## src/wfd_pkg.sv

```systemverilog
package wfd_pkg;

  localparam int ACTIVE_SLOTS = 64;
  localparam int EDGE_SLOTS   = 64;
  localparam int ID_W         = 64;
  localparam int RC_W         = 7;
  localparam int RC_MAX       = (1 << RC_W) - 1;

  typedef enum logic [1:0] {
    KIND_REGISTER   = 2'd0,
    KIND_UNREGISTER = 2'd1,
    KIND_WAIT       = 2'd2,
    KIND_NONE       = 2'd3
  } kind_e;

  typedef enum logic [2:0] {
    ST_DONE     = 3'd0,
    ST_PROCEED  = 3'd1,
    ST_WAIT     = 3'd2,
    ST_CIRCULAR = 3'd3,
    ST_FULL     = 3'd4
  } status_e;

  typedef enum logic [2:0] {
    CELL_NOP,
    CELL_ACT_SET,
    CELL_UNREG,
    CELL_EDGE_SET,
    CELL_EDGE_CLR
  } cell_op_e;

  typedef struct packed {
    logic [1:0]      kind;
    logic [ID_W-1:0] txn_id;
    logic [ID_W-1:0] prereq_id;
  } in_t;

  typedef struct packed {
    logic [2:0]      status;
    logic [RC_W-1:0] released_count;
  } out_t;

  // Broadcast command to every cell of both rows
  typedef struct packed {
    cell_op_e        op;
    logic [ID_W-1:0] key;
    logic [ID_W-1:0] waiter;
    logic [ID_W-1:0] target;
  } cell_cmd_t;

  typedef struct packed {
    logic hit;
    logic first;
  } act_stat_t;

  typedef struct packed {
    logic            hit;
    logic            tgt_hit;
    logic            first;
    logic [ID_W-1:0] rd_target;
  } edge_stat_t;

endpackage

```

## src/wfd_act_cell.sv

```systemverilog
module wfd_act_cell (
  input  logic                clk_i,
  input  logic                rst_ni,
  input  wfd_pkg::cell_cmd_t  cmd_i,
  input  logic                sel_i,
  input  logic                free_seen_i,
  output logic                free_seen_o,
  output wfd_pkg::act_stat_t  stat_o
);

  logic                     valid_q;
  logic [wfd_pkg::ID_W-1:0] ident_q;
  logic                     hit;

  // Match the broadcast key and pass the free-slot token along the row
  assign hit          = valid_q && (ident_q == cmd_i.key);
  assign free_seen_o  = free_seen_i || !valid_q;
  assign stat_o.hit   = hit;
  assign stat_o.first = !valid_q && !free_seen_i;

  // Hold the valid bit
  always_ff @(posedge clk_i or negedge rst_ni) begin
    if (!rst_ni) begin
      valid_q <= 1'b0;
    end else begin
      case (cmd_i.op)
        wfd_pkg::CELL_ACT_SET: if (sel_i) valid_q <= 1'b1;
        wfd_pkg::CELL_UNREG:   if (hit) valid_q <= 1'b0;
        default: ;
      endcase
    end
  end

  // Capture the id
  always_ff @(posedge clk_i) begin
    if (cmd_i.op == wfd_pkg::CELL_ACT_SET && sel_i) begin
      ident_q <= cmd_i.key;
    end
  end

endmodule

```

## config.mk

```make
export PLATFORM = sky130hd
export DESIGN_NAME = wfd_act_cell
export DESIGN_NICKNAME = d
export VERILOG_FILES = /design/src/wfd_pkg.sv /design/src/wfd_act_cell.sv
export SDC_FILE = /design/constraint.sdc
export NUM_CORES = 1
export LEC_CHECK = 0
export ABC_AREA = 1
export BUFFER_PORTS_ARGS = -buffer_cell sky130_fd_sc_hd__buf_2
export CORE_MARGIN = 5
export CORE_UTILIZATION = 45
export CTS_BUF_LIST = sky130_fd_sc_hd__clkbuf_8
export DETAILED_ROUTE_END_ITERATION = 7
export GPL_TIMING_DRIVEN = 0
export PLACE_DENSITY = 0.81
export SYNTH_ARGS = -nofsm -noshare
export SYNTH_HDL_FRONTEND = slang
export SYNTH_SLANG_ARGS = --single-unit
export TNS_END_PERCENT = 1
```

## constraint.sdc

```tcl
create_clock -name clk_i -period 2 [get_ports clk_i]
set_input_delay 0.2 -clock clk_i [delete_from_list [all_inputs] [get_ports clk_i]]
set_output_delay 0.2 -clock clk_i [all_outputs]
set_load 0.005 [all_outputs]
```

==> summary.md <==
| Metric | Value |
|---|---|
| FMAX | `449 MHz` |
| Top-area cell type share of the netlist area | `52.9%` |
| IO buf count | `73` |
| Layout area overhead | `20.0%` |
| Number of global-route vias before repair | `3057` |
| Dominant cells by area after synthesis | `edfxtp_1 53%, nand2_1 16%, inv_1 11%` |
| # IOs | `202` |
| Initial antenna violation count | `0` |
| Layout Utilization | `55.8%` |
| H-tree Lvls | `3` |
| DIE HEIGHT | `99.8 um` |
| GRT Residual Overflow | `0` |
| Largest area contributor in the netlist | `edfxtp_1` |
| Capturing point of the worst reg2reg path | `valid_q` |
| RSZ-0062 raised after global routing | `true` |
| Clk_skew | `0.0134 ns` |
| Post-layout min period | `2.23 ns` |
| Fin crit share | `111%` |
| Clk sinks | `65` |
| Relative slew slack | `68.4%` |
| Full die area | `9970 um^2` |
| Crit-path max FO | `2` |
| Netlist cell types | `24` |
| Gate power share | `12.3%` |
| Sequential Power Share | `52.5%` |
| Worst Setup EP | `stat_o[1]` |
| Async set-reset flop share out of synthesis | `1.54%` |
| Post-synthesis instance total | `460` |
| Mapped Nets | `659` |
| Netlist Area Pre-Place | `3630 um^2` |
| Static Leak | `2.21 nW` |
| Chip width | `99.8 um` |
| Final setup viols | `1` |
| CTS Buf Count | `9` |
| Status | `complete, but fails checks` |
| Clock latency on the worst-skew pair | `0.35 ns` |
| Placed insts | `635` |
| Row cnt | `32` |
| Critical path's most frequent cell | `nand2_1` |
| Crit start category | `flop` |
| Critical Path AT | `2.03 ns` |
| Post-synth top cells | `152 x nand2_1, 106 x inv_1, 64 x edfxtp_1` |
| GRT busiest layer | `met2` |
| CP peak stage delay | `0.43 ns` |
| Net Sw Frac | `24.9%` |
| Non-filler cells in the finished layout | `653` |
| Pre-antenna DRT Iters | `5` |
| CP endpoint kind | `output port` |
| Met2 Resource Use GR | `30.2%` |
| WL/cell | `13.8 um` |
| TNS Setup | `-0.225 ns` |
| Max-Cap Viols | `0` |
| Power Dens Cells | `686 nW/um^2` |
| Largest net degree at the start of global routing | `66` |
| Failing checks | `negative setup slack` |
| Hold Crit Class | `in -> reg` |
| Antenna viol nets, final | `0` |
| Top FF cell, synth | `edfxtp_1` |
| Switching power | `0.744 mW` |
| R2r startpoint | `ident_q[26]` |
| Sequential fraction of the synthesis area | `53.6%` |
| CTS Buffer Depth | `2` |
| Most common cell in the synthesized netlist | `nand2_1` |
| Drt total wl | `8980 um` |
| Worst Setup SP | `ident_q[26]` |
| Setup slack, reg-to-reg | `0.49 ns` |
| #FFs+latches synth | `65` |
| Req. time, crit path | `1.80 ns` |
| CTS Root Buffer Type | `clkbuf_8` |
| Share of layout cells above drive strength 1 | `18.7%` |
| GPL Wtd Cong | `0.856` |
| Int Pwr | `2.25 mW` |
| Vias per cell | `4.78` |
| Clk slew on worst S/H paths | `0.07 ns` |
| # diodes | `0` |
| Final Max Slew Viols | `0` |
| Met1 Use GR | `23.6%` |
| First-pass GRT wire length | `14100 um` |
| Starting DRT DRC Count | `207` |
| Starting Density | `46.5%` |
| Slowest-stage cell, CP | `edfxtp_1` |
| Worst Tran Pin Value | `0.473 ns` |
| DPL Wire Length | `6910 um` |
| Post-synth EDFFs | `64` |
| Worst Setup Path Type | `reg -> out` |
| R2R cell count | `9` |
| Met3 Use GR | `3.68%` |
| Max VDD drop | `0.351 mV` |
| Floorplan Core Area | `7810 um^2` |
| Clock Power Share | `35.2%` |
| Via count of the routed design | `3123` |
| Crit-path cells | `xnor2_2, o21ai_1, nor3b_2, nand2_1, nor3_2, nand2_1, nor2_2, buf_4, buf_6` |
| DRC Markers | `0` |
| Hold Fails Final Rpt | `0` |
| Synthesized area per cell | `7.89 um^2` |
| # nets final | `746` |
| Setup WS post-layout | `-0.225 ns` |
| Synth Warn # | `0` |
| CTS tree | `built` |
| GRT Util Overall | `18.4%` |
[kinds of logic after synthesis]
logic type             count (synthesis)  synth area share, %
AND/OR/NAND/NOR                      271                 31.8
XOR/XNOR                               9                 2.17
buffers and inverters                108                 11.3
flip-flops                            65                 53.6
AO/OA/AOI/OAI                          7                 1.17
[power groups by stage]
stage | sequential, mW | clock (mW) | combinational, mW
finish | 1.57 | 1.05 | 0.368
global route | 1.57 | 1.13 | 0.413
CTS | 1.57 | 1.07 | 0.362
detailed placement | 1.60 | 0 | 0.356
global placement | 1.60 | 0 | 0.346
floorplan | 1.59 | 0 | 0.197
[how the worst min path moves through the flow]
stage                     from          end  slack, ns  depth (start not counted)
floorplan               rst_ni      valid_q       -0.1                          0
global placement        rst_ni      valid_q      -0.03                          1
detailed placement      rst_ni      valid_q      -0.02                          1
CTS                 cmd_i[156]  ident_q[28]       0.02                          1
global route        cmd_i[156]  ident_q[28]       0.03                          1
finish              cmd_i[156]  ident_q[28]       0.04                          1
[cells in the final DEF (no fill, tap or decap), types with 4 or more instances in the layout]
master and count:
nand2_1 152, nand3_1 14, nor2_1 60, nand4_1 23, inv_1 106, edfxtp_1 64
nor3_1 6, xnor2_1 8, clkbuf_8 9, buf_2 72, or2_1 4
[routing by layer]
metal / share of wire [%] / wire [um] / vias to the layer above
li1: - / - / 1605
met1: 44 / 3990 / 1387
met2: 47 / 4180 / 114
met3: 6.5 / 583 / 17
met4: 2.5 / 222 / 0
met5: 0 / 0 / -
[worst max-delay path, delay by kind of cell (launching register included)]
kind / cells / cell delay, ns
buffers and inverters: 2 / 0.20
flip-flops: 1 / 0.43
XOR/XNOR: 1 / 0.21
AND/OR/NAND/NOR: 5 / 0.73
AO/OA/AOI/OAI: 1 / 0.12
[registers in the layout, indices dropped and copies added (netlist names)]
signal,flops
valid_q,1
ident_q,64
[timing repair]
item | CTS | global route
gates cloned | 0 | 0
pin swaps | 2 | 2
hold buffers | 1 | 0
buffers inserted | 0 | 1
hold endpoints to repair | 1 | 0
gates resized for setup | 3 | 1
setup endpoints to repair | 1 | 1
[stage by stage]
stage	total power [mW]	instance area (um^2)	setup slack, ns	hold WS [ns]
after global placement	1.94	4130	-0.287	-0.0250
after floorplan	1.79	3630	0.279	-0.0956
after CTS	3.00	4330	-0.219	0.0244
after detailed placement	1.96	4130	-0.368	-0.0217
after global routing	3.12	4360	-0.332	0.0291
final	2.99	4360	-0.225	0.0380
[area by class of cell]
type	count	area [um^2]
Buffer	1	7.51
Clock buffer	9	124
Clock inverter	6	51.3
Fill cell	733	3450
Inverter	107	405
Multi-Input combinational cell	287	1280
Sequential cell	65	1950
Tap cell	102	128
Timing Repair Buffer	76	409
No activity file was read; power rests on OpenSTA's default activity.
