### src/wfd_pkg.sv
package wfd_pkg;

  localparam int ACTIVE_SLOTS = 64;
  localparam int EDGE_SLOTS   = 64;
  localparam int ID_W         = 64;
  localparam int RC_W         = 7;
  localparam int RC_MAX       = (1 << RC_W) - 1;

  typedef enum logic [1:0] {
    KIND_REGISTER   = 2'd0,
    KIND_UNREGISTER = 2'd1,
    KIND_WAIT       = 2'd2,
    KIND_NONE       = 2'd3
  } kind_e;

  typedef enum logic [2:0] {
    ST_DONE     = 3'd0,
    ST_PROCEED  = 3'd1,
    ST_WAIT     = 3'd2,
    ST_CIRCULAR = 3'd3,
    ST_FULL     = 3'd4
  } status_e;

  typedef enum logic [2:0] {
    CELL_NOP,
    CELL_ACT_SET,
    CELL_UNREG,
    CELL_EDGE_SET,
    CELL_EDGE_CLR
  } cell_op_e;

  typedef struct packed {
    logic [1:0]      kind;
    logic [ID_W-1:0] txn_id;
    logic [ID_W-1:0] prereq_id;
  } in_t;

  typedef struct packed {
    logic [2:0]      status;
    logic [RC_W-1:0] released_count;
  } out_t;

  // Broadcast command to every cell of both rows
  typedef struct packed {
    cell_op_e        op;
    logic [ID_W-1:0] key;
    logic [ID_W-1:0] waiter;
    logic [ID_W-1:0] target;
  } cell_cmd_t;

  typedef struct packed {
    logic hit;
    logic first;
  } act_stat_t;

  typedef struct packed {
    logic            hit;
    logic            tgt_hit;
    logic            first;
    logic [ID_W-1:0] rd_target;
  } edge_stat_t;

endpackage

### src/wfd_edge_cell.sv
module wfd_edge_cell (
  input  logic                clk_i,
  input  logic                rst_ni,
  input  wfd_pkg::cell_cmd_t  cmd_i,
  input  logic                sel_i,
  input  logic                free_seen_i,
  output logic                free_seen_o,
  output wfd_pkg::edge_stat_t stat_o
);

  logic                     valid_q;
  logic [wfd_pkg::ID_W-1:0] waiter_q;
  logic [wfd_pkg::ID_W-1:0] target_q;
  logic                     hit;
  logic                     tgt_hit;

  // Match waiter and target against the key; pass the free-slot token on
  assign hit              = valid_q && (waiter_q == cmd_i.key);
  assign tgt_hit          = valid_q && (target_q == cmd_i.key);
  assign free_seen_o      = free_seen_i || !valid_q;
  assign stat_o.hit       = hit;
  assign stat_o.tgt_hit   = tgt_hit;
  assign stat_o.first     = !valid_q && !free_seen_i;
  assign stat_o.rd_target = hit ? target_q : '0;

  // Hold the valid bit
  always_ff @(posedge clk_i or negedge rst_ni) begin
    if (!rst_ni) begin
      valid_q <= 1'b0;
    end else begin
      case (cmd_i.op)
        wfd_pkg::CELL_EDGE_SET: if (sel_i) valid_q <= 1'b1;
        wfd_pkg::CELL_EDGE_CLR: if (sel_i) valid_q <= 1'b0;
        wfd_pkg::CELL_UNREG:    if (tgt_hit) valid_q <= 1'b0;
        default: ;
      endcase
    end
  end

  // Capture the edge
  always_ff @(posedge clk_i) begin
    if (cmd_i.op == wfd_pkg::CELL_EDGE_SET && sel_i) begin
      waiter_q <= cmd_i.waiter;
      target_q <= cmd_i.target;
    end
  end

endmodule

### config.mk
export PLATFORM = sky130hd
export DESIGN_NAME = wfd_edge_cell
export DESIGN_NICKNAME = d
export VERILOG_FILES = /design/src/wfd_pkg.sv /design/src/wfd_edge_cell.sv
export SDC_FILE = /design/constraint.sdc
export NUM_CORES = 1
export LEC_CHECK = 0
export BUFFER_PORTS_ARGS = -buffer_cell sky130_fd_sc_hd__buf_4
export CELL_PAD_IN_SITES_DETAIL_PLACEMENT = 0
export CELL_PAD_IN_SITES_GLOBAL_PLACEMENT = 2
export CORE_MARGIN = 10
export CORE_UTILIZATION = 31
export CTS_BUF_LIST = sky130_fd_sc_hd__clkbuf_4 sky130_fd_sc_hd__clkbuf_8
export CTS_CLUSTER_SIZE = 25
export DETAILED_ROUTE_END_ITERATION = 10
export PLACE_DENSITY = 0.89
export RECOVER_POWER = 50
export SLEW_MARGIN = 25
export SYNTH_ARGS = -nofsm -noshare
export SYNTH_HDL_FRONTEND = slang
export SYNTH_SLANG_ARGS = --single-unit
### constraint.sdc
create_clock -name clk_i -period 1.9 [get_ports clk_i]
set_input_delay 0.095 -clock clk_i [delete_from_list [all_inputs] [get_ports clk_i]]
set_output_delay 0.095 -clock clk_i [all_outputs]
set_load 0.01 [all_outputs]
==> impl_table.tex, run 1 <==
\begin{tabular}{lr}
\hline
Metric & Value \\
\hline
\multicolumn{2}{l}{\textbf{Yosys}} \\
Synthesized flop and latch total & 129 \\
Cells after synthesis & 483 \\
Top flip-flop cell by instance count after synthesis & edfxtp\_1 \\
Share of cell area taken by muxes after synthesis & 0\% \\
Adder-cell area share of the yosys netlist & 0\% \\
Simple logic cell fraction of the synthesized area & 15.4\% \\
Yosys Warn Count & 0 \\
Synthesized-area fraction occupied by xor and xnor cells & 12.9\% \\
Compound-cell area share of the yosys netlist & 4.07\% \\
Number of enable flip-flop cells after synthesis & 128 \\
Post-Synthesis Mean Instance Area & 13.2 sq um \\
Net Count, Synth & 682 \\
Cell area after synthesis & 6360 sq um \\
Largest family of logic cells by synthesized area & simple AND/OR/NAND/NOR gates \\
Portion of the post-synthesis area used by sequential elements & 60.8\% \\
Fraction of registers with async set/reset & 0.775\% \\
Number of distinct standard cells referenced by the synthesized netlist & 34 \\
\multicolumn{2}{l}{\textbf{Critical path}} \\
Crit-path leading delay family & buffers and inverters \\
Cell repeated most along the worst path & buf\_6 \\
Destination of the worst register-to-register timing path & valid\_q\$\_DFFE\_PN0P\_ \\
Critical Path, Cell by Cell & xnor2\_2 -> nand4\_1 -> nor4\_2 -> buf\_4 -> nand4\_1 -> buf\_6 -> buf\_6 -> buf\_16 -> nor3\_4 -> buf\_6 \\
Largest fanout of any net on the critical path & 7 \\
Levels on crit path & 10 \\
Slowest stage cell, crit path & edfxtp\_1 \\
Sort of element at the end of the critical path & primary output \\
Largest incremental delay on the critical path & 0.44 ns \\
Buffer and inverter count on the worst path & 5 \\
Critical register-to-register path startpoint & target\_q[25]\$\_DFFE\_PP\_ \\
Sort of element at the start of the critical path & flop \\
Type of the worst setup path & reg2out \\
Worst R2R Setup Slack & 0.09 ns \\
Cell depth of the worst flop-to-flop path & 6 \\
Req. time, crit path & 1.80 ns \\
Endpoint arrival time on the critical path & 2.47 ns \\
\multicolumn{2}{l}{\textbf{Clock network}} \\
Cell chosen for the clock root & clkbuf\_8 \\
CTS Sinks & 129 \\
CTS tree & done \\
Inserted Clock Buffers & 17 \\
Clock transition at path regs & 0.08 ns \\
Buffers from clock root to sink, at most & 2 \\
Clock latency of the later-clocked register in the worst-skew pair & 0.44 ns \\
Level count of the clock H-tree & 4 \\
\multicolumn{2}{l}{\textbf{Place}} \\
Placed wire-length estimate after detailed placement & 19.1 mm \\
Cell count after placement & 1,060 \\
Routability Congestion & 0.841 \\
Count of input and output buffers & 266 \\
Placement Setup Slack & -0.405 ns \\
\multicolumn{2}{l}{\textbf{Layout}} \\
Most frequent cells in the layout & buf\_4, dlygate4sd3\_1, edfxtp\_1 \\
Most common library cell in the layout ignoring fill and taps & buf\_4 \\
Non-filler cells, final & 1,233 \\
Layout Area Growth over Synthesis & 82.7\% \\
Number of filler cells placed in the layout & 1,631 \\
\# nets final & 1,151 \\
Final antenna diode count & 0 \\
Layout cell share with drive strength beyond 1 & 46.6\% \\
\multicolumn{2}{l}{\textbf{Floorplan}} \\
Initial core utilization & 31.4\% \\
Total number of placement rows & 52 \\
Core Box Area & 20,200 sq um \\
Area enclosed by the die boundary & 26,700 sq um \\
Number of primary I/O pins & 267 \\
Chip width & 163 um \\
Die height & 163 um \\
\multicolumn{2}{l}{\textbf{Route}} \\
DRC violation count after routing & 0 \\
Mean number of vias per cell & 4.56 \\
First-pass detailed-route iteration total & 4 \\
Starting DRT DRC Count & 349 \\
Total number of vias & 5,625 \\
Routed wire per std cell & 21.7 um \\
Remaining antenna violation count after routing & 0 \\
Final Routed Wirelength & 26.8 mm \\
\multicolumn{2}{l}{\textbf{Run status}} \\
Violated checks & negative setup slack \\
Status & finished, violations left \\
\multicolumn{2}{l}{\textbf{Flow run}} \\
Max-Cap Viols & 0 \\
\multicolumn{2}{l}{\textbf{Global routing}} \\
Antenna violations before repair & 0 \\
Via count of the first global-routing pass & 6,279 \\
Remaining global-route overflow & 0 \\
GRT Total Usage & 19.8\% \\
First-pass GRT wire length & 38.8 mm \\
Maximum number of pins on one net before global-route repair & 33 \\
\multicolumn{2}{l}{\textbf{STA}} \\
Hold Slack & 0.00811 ns \\
Period utilisation layout & 135\% \\
Final setup skew & 0.00733 ns \\
Slew @ Worst Pin & 0.379 ns \\
Max-slew violation count & 0 \\
Setup repair after global routing missed its margin & yes \\
Setup slack after layout & -0.662 ns \\
Clock period minus worst slack & 2.56 ns \\
Setup violation total in the final timing report & 66 \\
Worst slew slack as a fraction of its limit & 74.7\% \\
Fmax & 390 MHz \\
Final number of hold-violating endpoints & 0 \\
\multicolumn{2}{l}{\textbf{Pwr}} \\
Pwr dens & 555 nW/um\^{}2 \\
Sum of internal, switching and leakage power & 0.00645 W \\
Standby leakage power & 4.86 nW \\
Worst IR drop on VDD & 0.358 mV \\
\multicolumn{2}{l}{\textbf{Worst hold path}} \\
Class of the tightest hold or removal check & in2reg \\
Hold Crit Endpoint & valid\_q\$\_DFFE\_PN0P\_ \\
Worst Hold Depth & 4 \\
Beginning of the worst hold path & cmd\_i[192] \\
\hline
\end{tabular}
## worst min-delay path: stages
cell	delay, ns
buf_4	0.09
nor4b_1	0.04
nand4_1	0.08
o21a_1	0.10
## layer usage
layer  vias to the layer above  wire [um]  track usage (%)
met5                         -          0                0
met4                         0        580             5.53
met3                        37       2100             5.71
met2                       238      14100             35.1
met1                      2682       9980             22.6
li1                       2668          -                -
## where the power goes
group	internal (W)	total, W	switching, W
Combinational	0.000637	0.00102	0.000386
Sequential	0.00323	0.00328	0.0000520
Clock	0.00104	0.00215	0.00111
Total	0.00490	0.00645	0.00155
## cell usage after synthesis (2+ instances only)
master     number  area share, %
edfxtp_1      128             60
xnor2_1        88             12
inv_1          81            4.8
nor3_2         50            7.9
nand4_1        24            2.4
nor3_1         16            1.3
nand2b_1       14            1.4
nor4_1         10           0.98
buf_6           6            1.1
xor2_1          6           0.83
o2bb2ai_1       5           0.69
a22o_1          4           0.55
buf_2           4           0.31
buf_4           4           0.47
nand2_1         4           0.24
o2111ai_1       4           0.55
o21ai_0         4           0.31
o221ai_1        4           0.55
o22ai_1         4           0.39
nor2_1          3           0.18
nor2b_1         3           0.30
a22oi_1         2           0.24
a2bb2oi_1       2           0.28
clkbuf_1        2           0.12
nor4b_1         2           0.28
## area by class of cell
class | count | area (sq um) | area share, %
Multi-Input combinational cell | 257 | 2570 | 22.1
Inverter | 81 | 304 | 2.62
Clock inverter | 11 | 93.8 | 0.807
Timing Repair Buffer | 466 | 4200 | 36.2
Sequential cell | 129 | 3870 | 33.3
Tap cell | 270 | 338 | 2.91
Clock buffer | 19 | 249 | 2.14
## through the flow
stage | util, % | area, sq um | setup TNS [ns]
2_1_floorplan | - | 6360 | 0
3_3_place_gp | 44.8 | 9060 | -20.62
3_5_place_dp | 44.8 | 9060 | -18.65
4_1_cts | 56.2 | 11400 | -42.88
5_1_grt | 57.4 | 11600 | -51.85
6_report | 57.4 | 11600 | -39.55
## how the worst max path moves through the flow
stage                      startpoint    endpoint  slack (ns)
2_1_floorplan   waiter_q[4]$_DFFE_PP_  stat_o[10]        0.19
3_3_place_gp   waiter_q[19]$_DFFE_PP_   stat_o[0]       -0.47
3_5_place_dp   waiter_q[19]$_DFFE_PP_  stat_o[51]       -0.40
4_1_cts        waiter_q[19]$_DFFE_PP_  stat_o[37]       -0.69
5_1_grt        waiter_q[41]$_DFFE_PP_  stat_o[32]       -0.85
6_report       waiter_q[41]$_DFFE_PP_  stat_o[32]       -0.66
## sequential cells by signal, summed over array words and instances, names as in the netlist
signal and count:
waiter_q 64, valid_q 1, target_q 64
## repair_timing
action                                  CTS  global route
hold buffers                            130             0
buffers inserted                          7             1
pin swaps                                14            25
hold endpoints to repair                129             0
endpoints found under the setup margin   66            67
gates cloned                              7             0
gates resized for setup                  88            57
## cells by family after synthesis
kind of cell | Yosys count
buf+inv | 97
compound gates | 32
simple gates | 131
xor+xnor | 94
flops | 129
Power figures use the tool's default switching activity.
==> inputs of run 2 (changes only) <==
--- a/config.mk
+++ b/config.mk
@@ -9,11 +9,10 @@
 export CELL_PAD_IN_SITES_DETAIL_PLACEMENT = 0
 export CELL_PAD_IN_SITES_GLOBAL_PLACEMENT = 2
 export CORE_MARGIN = 10
-export CORE_UTILIZATION = 31
-export CTS_BUF_LIST = sky130_fd_sc_hd__clkbuf_4 sky130_fd_sc_hd__clkbuf_8
+export CORE_UTILIZATION = 30
 export CTS_CLUSTER_SIZE = 25
 export DETAILED_ROUTE_END_ITERATION = 10
-export PLACE_DENSITY = 0.89
+export PLACE_DENSITY = 0.87
 export RECOVER_POWER = 50
 export SLEW_MARGIN = 25
 export SYNTH_ARGS = -nofsm -noshare
==> impl_table.tex, run 2 (synthesized netlist as in run 1, its figures left out) <==
\begin{tabular}{lr}
\hline
Metric & Value \\
\hline
\multicolumn{2}{l}{\textbf{Clock network}} \\
Clock latency of the later-clocked register in the worst-skew pair & 0.41 ns (-0.03 ns) \\
Cell chosen for the clock root & clkbuf\_16 \\
Inserted Clock Buffers & 17 (unchanged) \\
Clock transition at path regs & 0.06 ns (-0.02 ns) \\
Level count of the clock H-tree & 4 (unchanged) \\
CTS tree & done \\
Buffers from clock root to sink, at most & 2 (unchanged) \\
CTS Sinks & 129 (unchanged) \\
\multicolumn{2}{l}{\textbf{Critical path}} \\
Sort of element at the end of the critical path & primary output \\
Largest incremental delay on the critical path & 0.38 ns (-0.06 ns) \\
Endpoint arrival time on the critical path & 2.49 ns (+0.02 ns) \\
Sort of element at the start of the critical path & flop \\
Largest fanout of any net on the critical path & 8 (+1) \\
Slowest stage cell, crit path & edfxtp\_1 \\
Type of the worst setup path & reg2out \\
Req. time, crit path & 1.80 ns (about the same) \\
Critical Path, Cell by Cell & xnor2\_1 -> nand4\_1 -> nor4\_2 -> buf\_4 -> nand4\_1 -> buf\_6 -> buf\_12 -> buf\_12 -> nor3\_2 -> buf\_4 \\
Worst R2R Setup Slack & 0.13 ns (+0.04 ns) \\
Cell depth of the worst flop-to-flop path & 7 (+1) \\
\multicolumn{2}{l}{\textbf{Route}} \\
Routed wire per std cell & 20.1 um (-7.7\%) \\
Mean number of vias per cell & 4.44 (-2.7\%) \\
Total number of vias & 5,467 (-2.8\%) \\
Final Routed Wirelength & 24.7 mm (-7.9\%) \\
Starting DRT DRC Count & 270 (-23\%) \\
First-pass detailed-route iteration total & 5 (+1) \\
DRC violation count after routing & 0 (unchanged) \\
Remaining antenna violation count after routing & 0 (unchanged) \\
\multicolumn{2}{l}{\textbf{Floorplan}} \\
Die height & 166 um (+1.5\%) \\
Total number of placement rows & 53 (+1.9\%) \\
Area enclosed by the die boundary & 27,400 sq um (+2.9\%) \\
Initial core utilization & 30.4\% (-1.1 points) \\
Number of primary I/O pins & 267 (unchanged) \\
Core Box Area & 21,000 sq um (+3.6\%) \\
Chip width & 166 um (+1.5\%) \\
\multicolumn{2}{l}{\textbf{STA}} \\
Clock period minus worst slack & 2.59 ns (+0.0249 ns) \\
Fmax & 387 MHz (-0.96\%) \\
Period utilisation layout & 136\% (+1.3 points) \\
Setup violation total in the final timing report & 66 (unchanged) \\
Final setup skew & 0.00510 ns (-0.00223 ns) \\
Worst slew slack as a fraction of its limit & 35.5\% (-39 points) \\
Setup slack after layout & -0.687 ns (-0.0249 ns) \\
Setup repair after global routing missed its margin & yes \\
Final number of hold-violating endpoints & 0 (unchanged) \\
Slew @ Worst Pin & 0.967 ns (+0.588 ns) \\
Max-slew violation count & 0 (unchanged) \\
\multicolumn{2}{l}{\textbf{Place}} \\
Count of input and output buffers & 266 (unchanged) \\
Routability Congestion & 0.849 (+0.94\%) \\
Placed wire-length estimate after detailed placement & 19.3 mm (+0.84\%) \\
Placed standard-cell area & 9110 sq um (+0.48\%) \\
\multicolumn{2}{l}{\textbf{Layout}} \\
Final antenna diode count & 0 (unchanged) \\
Most frequent cells in the layout & buf\_4, dlygate4sd3\_1, edfxtp\_1 \\
Layout cell share with drive strength beyond 1 & 45.1\% (-1.5 points) \\
Layout Area Growth over Synthesis & 78.1\% \\
Largest registers & target\_q: 64 flops, waiter\_q: 64 flops, valid\_q: 1 flops \\
Fin area & 11,300 sq um (-2.5\%) \\
Post-layout util & 54.1\% (-3.4 points) \\
Most common library cell in the layout ignoring fill and taps & buf\_4 \\
\# nets final & 1,143 (-0.70\%) \\
\multicolumn{2}{l}{\textbf{Worst hold path}} \\
Worst Hold Depth & 4 (unchanged) \\
Class of the tightest hold or removal check & in2reg \\
\multicolumn{2}{l}{\textbf{Pwr}} \\
Standby leakage power & 4.60 nW (-5.4\%) \\
Pwr dens & 652 nW/um\^{}2 (+18\%) \\
Worst IR drop on VDD & 0.574 mV (+60\%) \\
\multicolumn{2}{l}{\textbf{Global routing}} \\
Antenna violations before repair & 0 (unchanged) \\
Via count of the first global-routing pass & 6,138 (-2.2\%) \\
GRT Total Usage & 17.3\% (-2.4 points) \\
Remaining global-route overflow & 0 (unchanged) \\
First-pass GRT wire length & 36.5 mm (-5.9\%) \\
Maximum number of pins on one net before global-route repair & 43 (+30\%) \\
\multicolumn{2}{l}{\textbf{Run status}} \\
Status & finished, violations left \\
Violated checks & negative setup slack \\
\multicolumn{2}{l}{\textbf{Flow run}} \\
Max-Cap Viols & 0 (unchanged) \\
\hline
\end{tabular}
## run 2: metal layers
metal / part of all wire, % / vias up / global-route usage, %
li1: - / 2638 / -
met1: 41 / 2583 / 20.6
met2: 50 / 210 / 29.6
met3: 6.6 / 36 / 5.02
met4: 2.3 / 0 / 5.47
met5: 0 / - / 0
## run 2: worst max-delay path: cells and delay by family (launching register included)
family / cells / cell delay (ns)
simple gates: 4 / 0.77
buf+inv: 5 / 0.74
flops: 1 / 0.38
xor+xnor: 1 / 0.17
## run 2: area by class of cell
class	instances	area, sq um
inverter	81	304
clock inverter	12	119
tap	275	344
sequential	129	3870
clock buffer	19	433
multi-input combinational	257	2330
fill	1793	9630
timing repair buffer	458	3930
## run 2: timing repair
action,in CTS,in global routing
setup buffers,3,0
setup endpoints to repair,67,67
pin swaps,17,13
hold buffers,130,0
gates cloned,1,1
resized for setup,30,30
hold endpoints to repair,129,0
## run 2: power by group
part	leakage (nW)	internal (W)	total, W	switching (W)
clock	0.263	0.00190	0.00310	0.00120
sequential	1.17	0.00323	0.00328	0.0000481
combinational	3.16	0.000628	0.00100	0.000374
## run 2: per-stage QoR
stage          cells  setup TNS (ns)  setup WS (ns)  power (W)  hold WS [ns]
5_1_grt         1231          -52.15         -0.851    0.00767        0.0569
4_1_cts         1230          -43.71         -0.726    0.00749        0.0273
2_1_floorplan    483               0          0.188    0.00357        -0.201
3_5_place_dp    1065          -37.25         -0.626    0.00411        -0.129
6_report        1231          -41.39         -0.687    0.00739        0.0513
3_3_place_gp    1065          -39.83         -0.659    0.00409        -0.129
## run 2: worst paths after layout
check / startpoint / end
worst max-delay path: waiter_q[20]$_DFFE_PP_ / stat_o[23]
worst min-delay path: cmd_i[193] / valid_q$_DFFE_PN0P_
worst max register to register: target_q[28]$_DFFE_PP_ / valid_q$_DFFE_PN0P_
worst min register to register: target_q[29]$_DFFE_PP_ / valid_q$_DFFE_PN0P_
max in group asynchronous: rst_ni / valid_q$_DFFE_PN0P_
min in group asynchronous: rst_ni / valid_q$_DFFE_PN0P_
==> inputs of run 3 (changes only) <==
--- a/config.mk
+++ b/config.mk
@@ -8,12 +8,13 @@
 export BUFFER_PORTS_ARGS = -buffer_cell sky130_fd_sc_hd__buf_4
 export CELL_PAD_IN_SITES_DETAIL_PLACEMENT = 0
 export CELL_PAD_IN_SITES_GLOBAL_PLACEMENT = 2
-export CORE_MARGIN = 10
+export CORE_MARGIN = 3
 export CORE_UTILIZATION = 30
 export CTS_CLUSTER_SIZE = 25
 export DETAILED_ROUTE_END_ITERATION = 10
 export PLACE_DENSITY = 0.87
 export RECOVER_POWER = 50
+export REMOVE_ABC_BUFFERS = 1
 export SLEW_MARGIN = 25
 export SYNTH_ARGS = -nofsm -noshare
 export SYNTH_HDL_FRONTEND = slang
==> impl_table.tex, run 3 (synthesized netlist as in run 1, its figures left out) <==
\begin{tabular}{lr}
\hline
Metric & Value \\
\hline
\multicolumn{2}{l}{\textbf{Run status}} \\
Status & finished, violations left \\
Violated checks & negative setup slack \\
\multicolumn{2}{l}{\textbf{Route}} \\
Final Routed Wirelength & 22.4 mm (-9.1\%) \\
Total number of vias & 5,287 (-3.3\%) \\
First-pass detailed-route iteration total & 4 (-1) \\
Wire length on met1 & 8.99 mm (-11\%) \\
Routed length on met2 & 11.5 mm (-7.3\%) \\
DRC violation count after routing & 0 (unchanged) \\
Uppermost metal layer occupied by signal nets & met4 \\
Starting DRT DRC Count & 212 (-21\%) \\
Mean number of vias per cell & 4.43 (-0.30\%) \\
Remaining antenna violation count after routing & 0 (unchanged) \\
Total met3 wirelength after detailed routing & 1.61 mm (-1.3\%) \\
Routed wire per std cell & 18.8 um (-6.3\%) \\
\multicolumn{2}{l}{\textbf{STA}} \\
Final setup skew & 0.00605 ns (+0.000950 ns) \\
Setup violation total in the final timing report & 66 (unchanged) \\
Max-slew violation count & 0 (unchanged) \\
Worst slew slack as a fraction of its limit & 38.7\% (+3.2 points) \\
Sum of negative setup slack & -41.48 ns (-0.0907 ns) \\
Slew @ Worst Pin & 0.920 ns (-0.0476 ns) \\
Period utilisation layout & 136\% (+0.21 points) \\
Final number of hold-violating endpoints & 0 (unchanged) \\
Setup repair after global routing missed its margin & yes \\
Setup slack after layout & -0.691 ns (-0.00405 ns) \\
Clock period minus worst slack & 2.59 ns (+0.00405 ns) \\
Fmax & 386 MHz (-0.16\%) \\
\multicolumn{2}{l}{\textbf{Layout}} \\
\# nets final & 1,110 (-2.9\%) \\
Most frequent cells in the layout & buf\_4, dlygate4sd3\_1, clkbuf\_4 \\
Register cell area after layout & 3870 sq um (unchanged) \\
Most common library cell in the layout ignoring fill and taps & buf\_4 \\
Fin area & 11,200 sq um (-1.5\%) \\
Number of filler cells placed in the layout & 1,742 (-2.8\%) \\
Total area of multi-input combinational cells & 2400 sq um (+3.3\%) \\
Largest registers & target\_q: 64 flops, waiter\_q: 64 flops, valid\_q: 1 flops \\
Post-layout util & 54.3\% (+0.19 points) \\
Non-filler cells, final & 1,194 (-3.0\%) \\
Layout Area Growth over Synthesis & 75.3\% \\
Layout cell share with drive strength beyond 1 & 43.6\% (-1.5 points) \\
\multicolumn{2}{l}{\textbf{Global routing}} \\
First-pass GRT wire length & 32.2 mm (-12\%) \\
GRT Total Usage & 19.0\% (+1.7 points) \\
Via count of the first global-routing pass & 5,706 (-7.0\%) \\
Maximum number of pins on one net before global-route repair & 68 (+58\%) \\
Remaining global-route overflow & 0 (unchanged) \\
Antenna violations before repair & 1 (+1) \\
\multicolumn{2}{l}{\textbf{Place}} \\
Placed wire-length estimate after detailed placement & 16.4 mm (-15\%) \\
Cell count after placement & 1,028 (-3.5\%) \\
Routability Congestion & 0.828 (-2.4\%) \\
Count of input and output buffers & 266 (unchanged) \\
Placed standard-cell area & 8820 sq um (-3.1\%) \\
\multicolumn{2}{l}{\textbf{Critical path}} \\
Critical register-to-register path startpoint & target\_q[5]\$\_DFFE\_PP\_ \\
Type of the worst setup path & reg2out \\
Destination of the worst register-to-register timing path & valid\_q\$\_DFFE\_PN0P\_ \\
Largest fanout of any net on the critical path & 16 (+8) \\
Req. time, crit path & 1.80 ns (about the same) \\
Sort of element at the end of the critical path & primary output \\
Cell depth of the worst flop-to-flop path & 6 (-1) \\
Endpoint arrival time on the critical path & 2.50 ns (about the same) \\
Worst R2R Setup Slack & 0.24 ns (+0.11 ns) \\
Sort of element at the start of the critical path & flop \\
\multicolumn{2}{l}{\textbf{Floorplan}} \\
Area enclosed by the die boundary & 23,000 sq um (-16\%) \\
Initial core utilization & 30.9\% (+0.58 points) \\
Die height & 152 um (-8.5\%) \\
Total number of placement rows & 52 (-1.9\%) \\
Core Box Area & 20,600 sq um (-1.9\%) \\
Chip width & 152 um (-8.5\%) \\
Number of primary I/O pins & 267 (unchanged) \\
\multicolumn{2}{l}{\textbf{Worst hold path}} \\
Hold Crit Endpoint & valid\_q\$\_DFFE\_PN0P\_ \\
Beginning of the worst hold path & cmd\_i[193] \\
Worst Hold Depth & 4 (unchanged) \\
Class of the tightest hold or removal check & in2reg \\
\multicolumn{2}{l}{\textbf{Clock network}} \\
Buffers from clock root to sink, at most & 2 (unchanged) \\
Level count of the clock H-tree & 4 (unchanged) \\
Clock latency of the later-clocked register in the worst-skew pair & 0.41 ns (about the same) \\
Inserted Clock Buffers & 17 (unchanged) \\
Cell chosen for the clock root & clkbuf\_16 \\
CTS Sinks & 129 (unchanged) \\
Clock transition at path regs & 0.06 ns (about the same) \\
CTS tree & done \\
\multicolumn{2}{l}{\textbf{Pwr}} \\
Standby leakage power & 4.54 nW (-1.3\%) \\
Sum of internal, switching and leakage power & 0.00734 W (-0.67\%) \\
Worst IR drop on VDD & 0.587 mV (+2.3\%) \\
Pwr dens & 658 nW/um\^{}2 (+0.88\%) \\
\multicolumn{2}{l}{\textbf{Flow run}} \\
Max-Cap Viols & 0 (unchanged) \\
\hline
\end{tabular}
-- run 3: cell count changes in the layout (fill, tap and decap cells not counted), moves of 3 or more --
cell,change
buf_6,+12
buf_4,-45
nor3_4,+12
buf_12,-3
clkbuf_1,-3
clkbuf_4,+7
nor3_2,-11
-- run 3: critical path, stage by stage (launching register included) --
cell and delay, ns:
edfxtp_1 0.41, xnor2_2 0.26, nand4_1 0.25, nor4_2 0.26, nand4_1 0.18, buf_6 0.18
buf_12 0.16, nor3_2 0.19, buf_4 0.16
-- run 3: what timing repair did --
| item | 4_1_cts | 5_1_grt |
|---|---|---|
| hold buffers | 130 | 0 |
| resized for setup | 22 | 65 |
| gates cloned | 1 | 0 |
| buffers inserted | 3 | 1 |
| setup endpoints to repair | 66 | 66 |
| pin swaps | 7 | 11 |
| endpoints found under the hold margin | 129 | 0 |
-- run 3: routing by layer --
layer | up-vias | global-route usage (%)
met5 | - | 0
met4 | 0 | 5.21
met3 | 21 | 5.15
met2 | 190 | 32.6
met1 | 2495 | 23.7
li1 | 2581 | -
-- run 3: report_power, final --
part	internal, W	total [W]	switching, W
Clock	0.00190	0.00310	0.00119
Sequential	0.00323	0.00328	0.0000464
Combinational	0.000600	0.000958	0.000358
Total	0.00574	0.00734	0.00160
-- run 3: area by class of cell --
type / count / area share, %
tap: 270 / 3.03
sequential: 129 / 34.7
antenna: 1 / 0.0224
clock buffer: 19 / 3.88
timing repair buffer: 425 / 33.0
multi-input combinational: 257 / 21.6
inverter: 81 / 2.73
clock inverter: 12 / 1.07
-- run 3: worst max path at each step --
stage,from,end,cells past startpoint
global route,waiter_q[22]$_DFFE_PP_,stat_o[59],8
global placement,waiter_q[22]$_DFFE_PP_,stat_o[1],7
finish,waiter_q[22]$_DFFE_PP_,stat_o[59],8
CTS,waiter_q[22]$_DFFE_PP_,stat_o[57],8
detailed placement,waiter_q[22]$_DFFE_PP_,stat_o[62],7
floorplan,waiter_q[4]$_DFFE_PP_,stat_o[0],5
-- run 3: metrics by stage --
step | hold WS, ns | setup WS, ns
after floorplan | -0.201 | -2.31
after global placement | -0.129 | -0.719
after detailed placement | -0.124 | -0.713
after CTS | 0.0329 | -0.711
after global routing | 0.0409 | -0.835
final | 0.0548 | -0.691
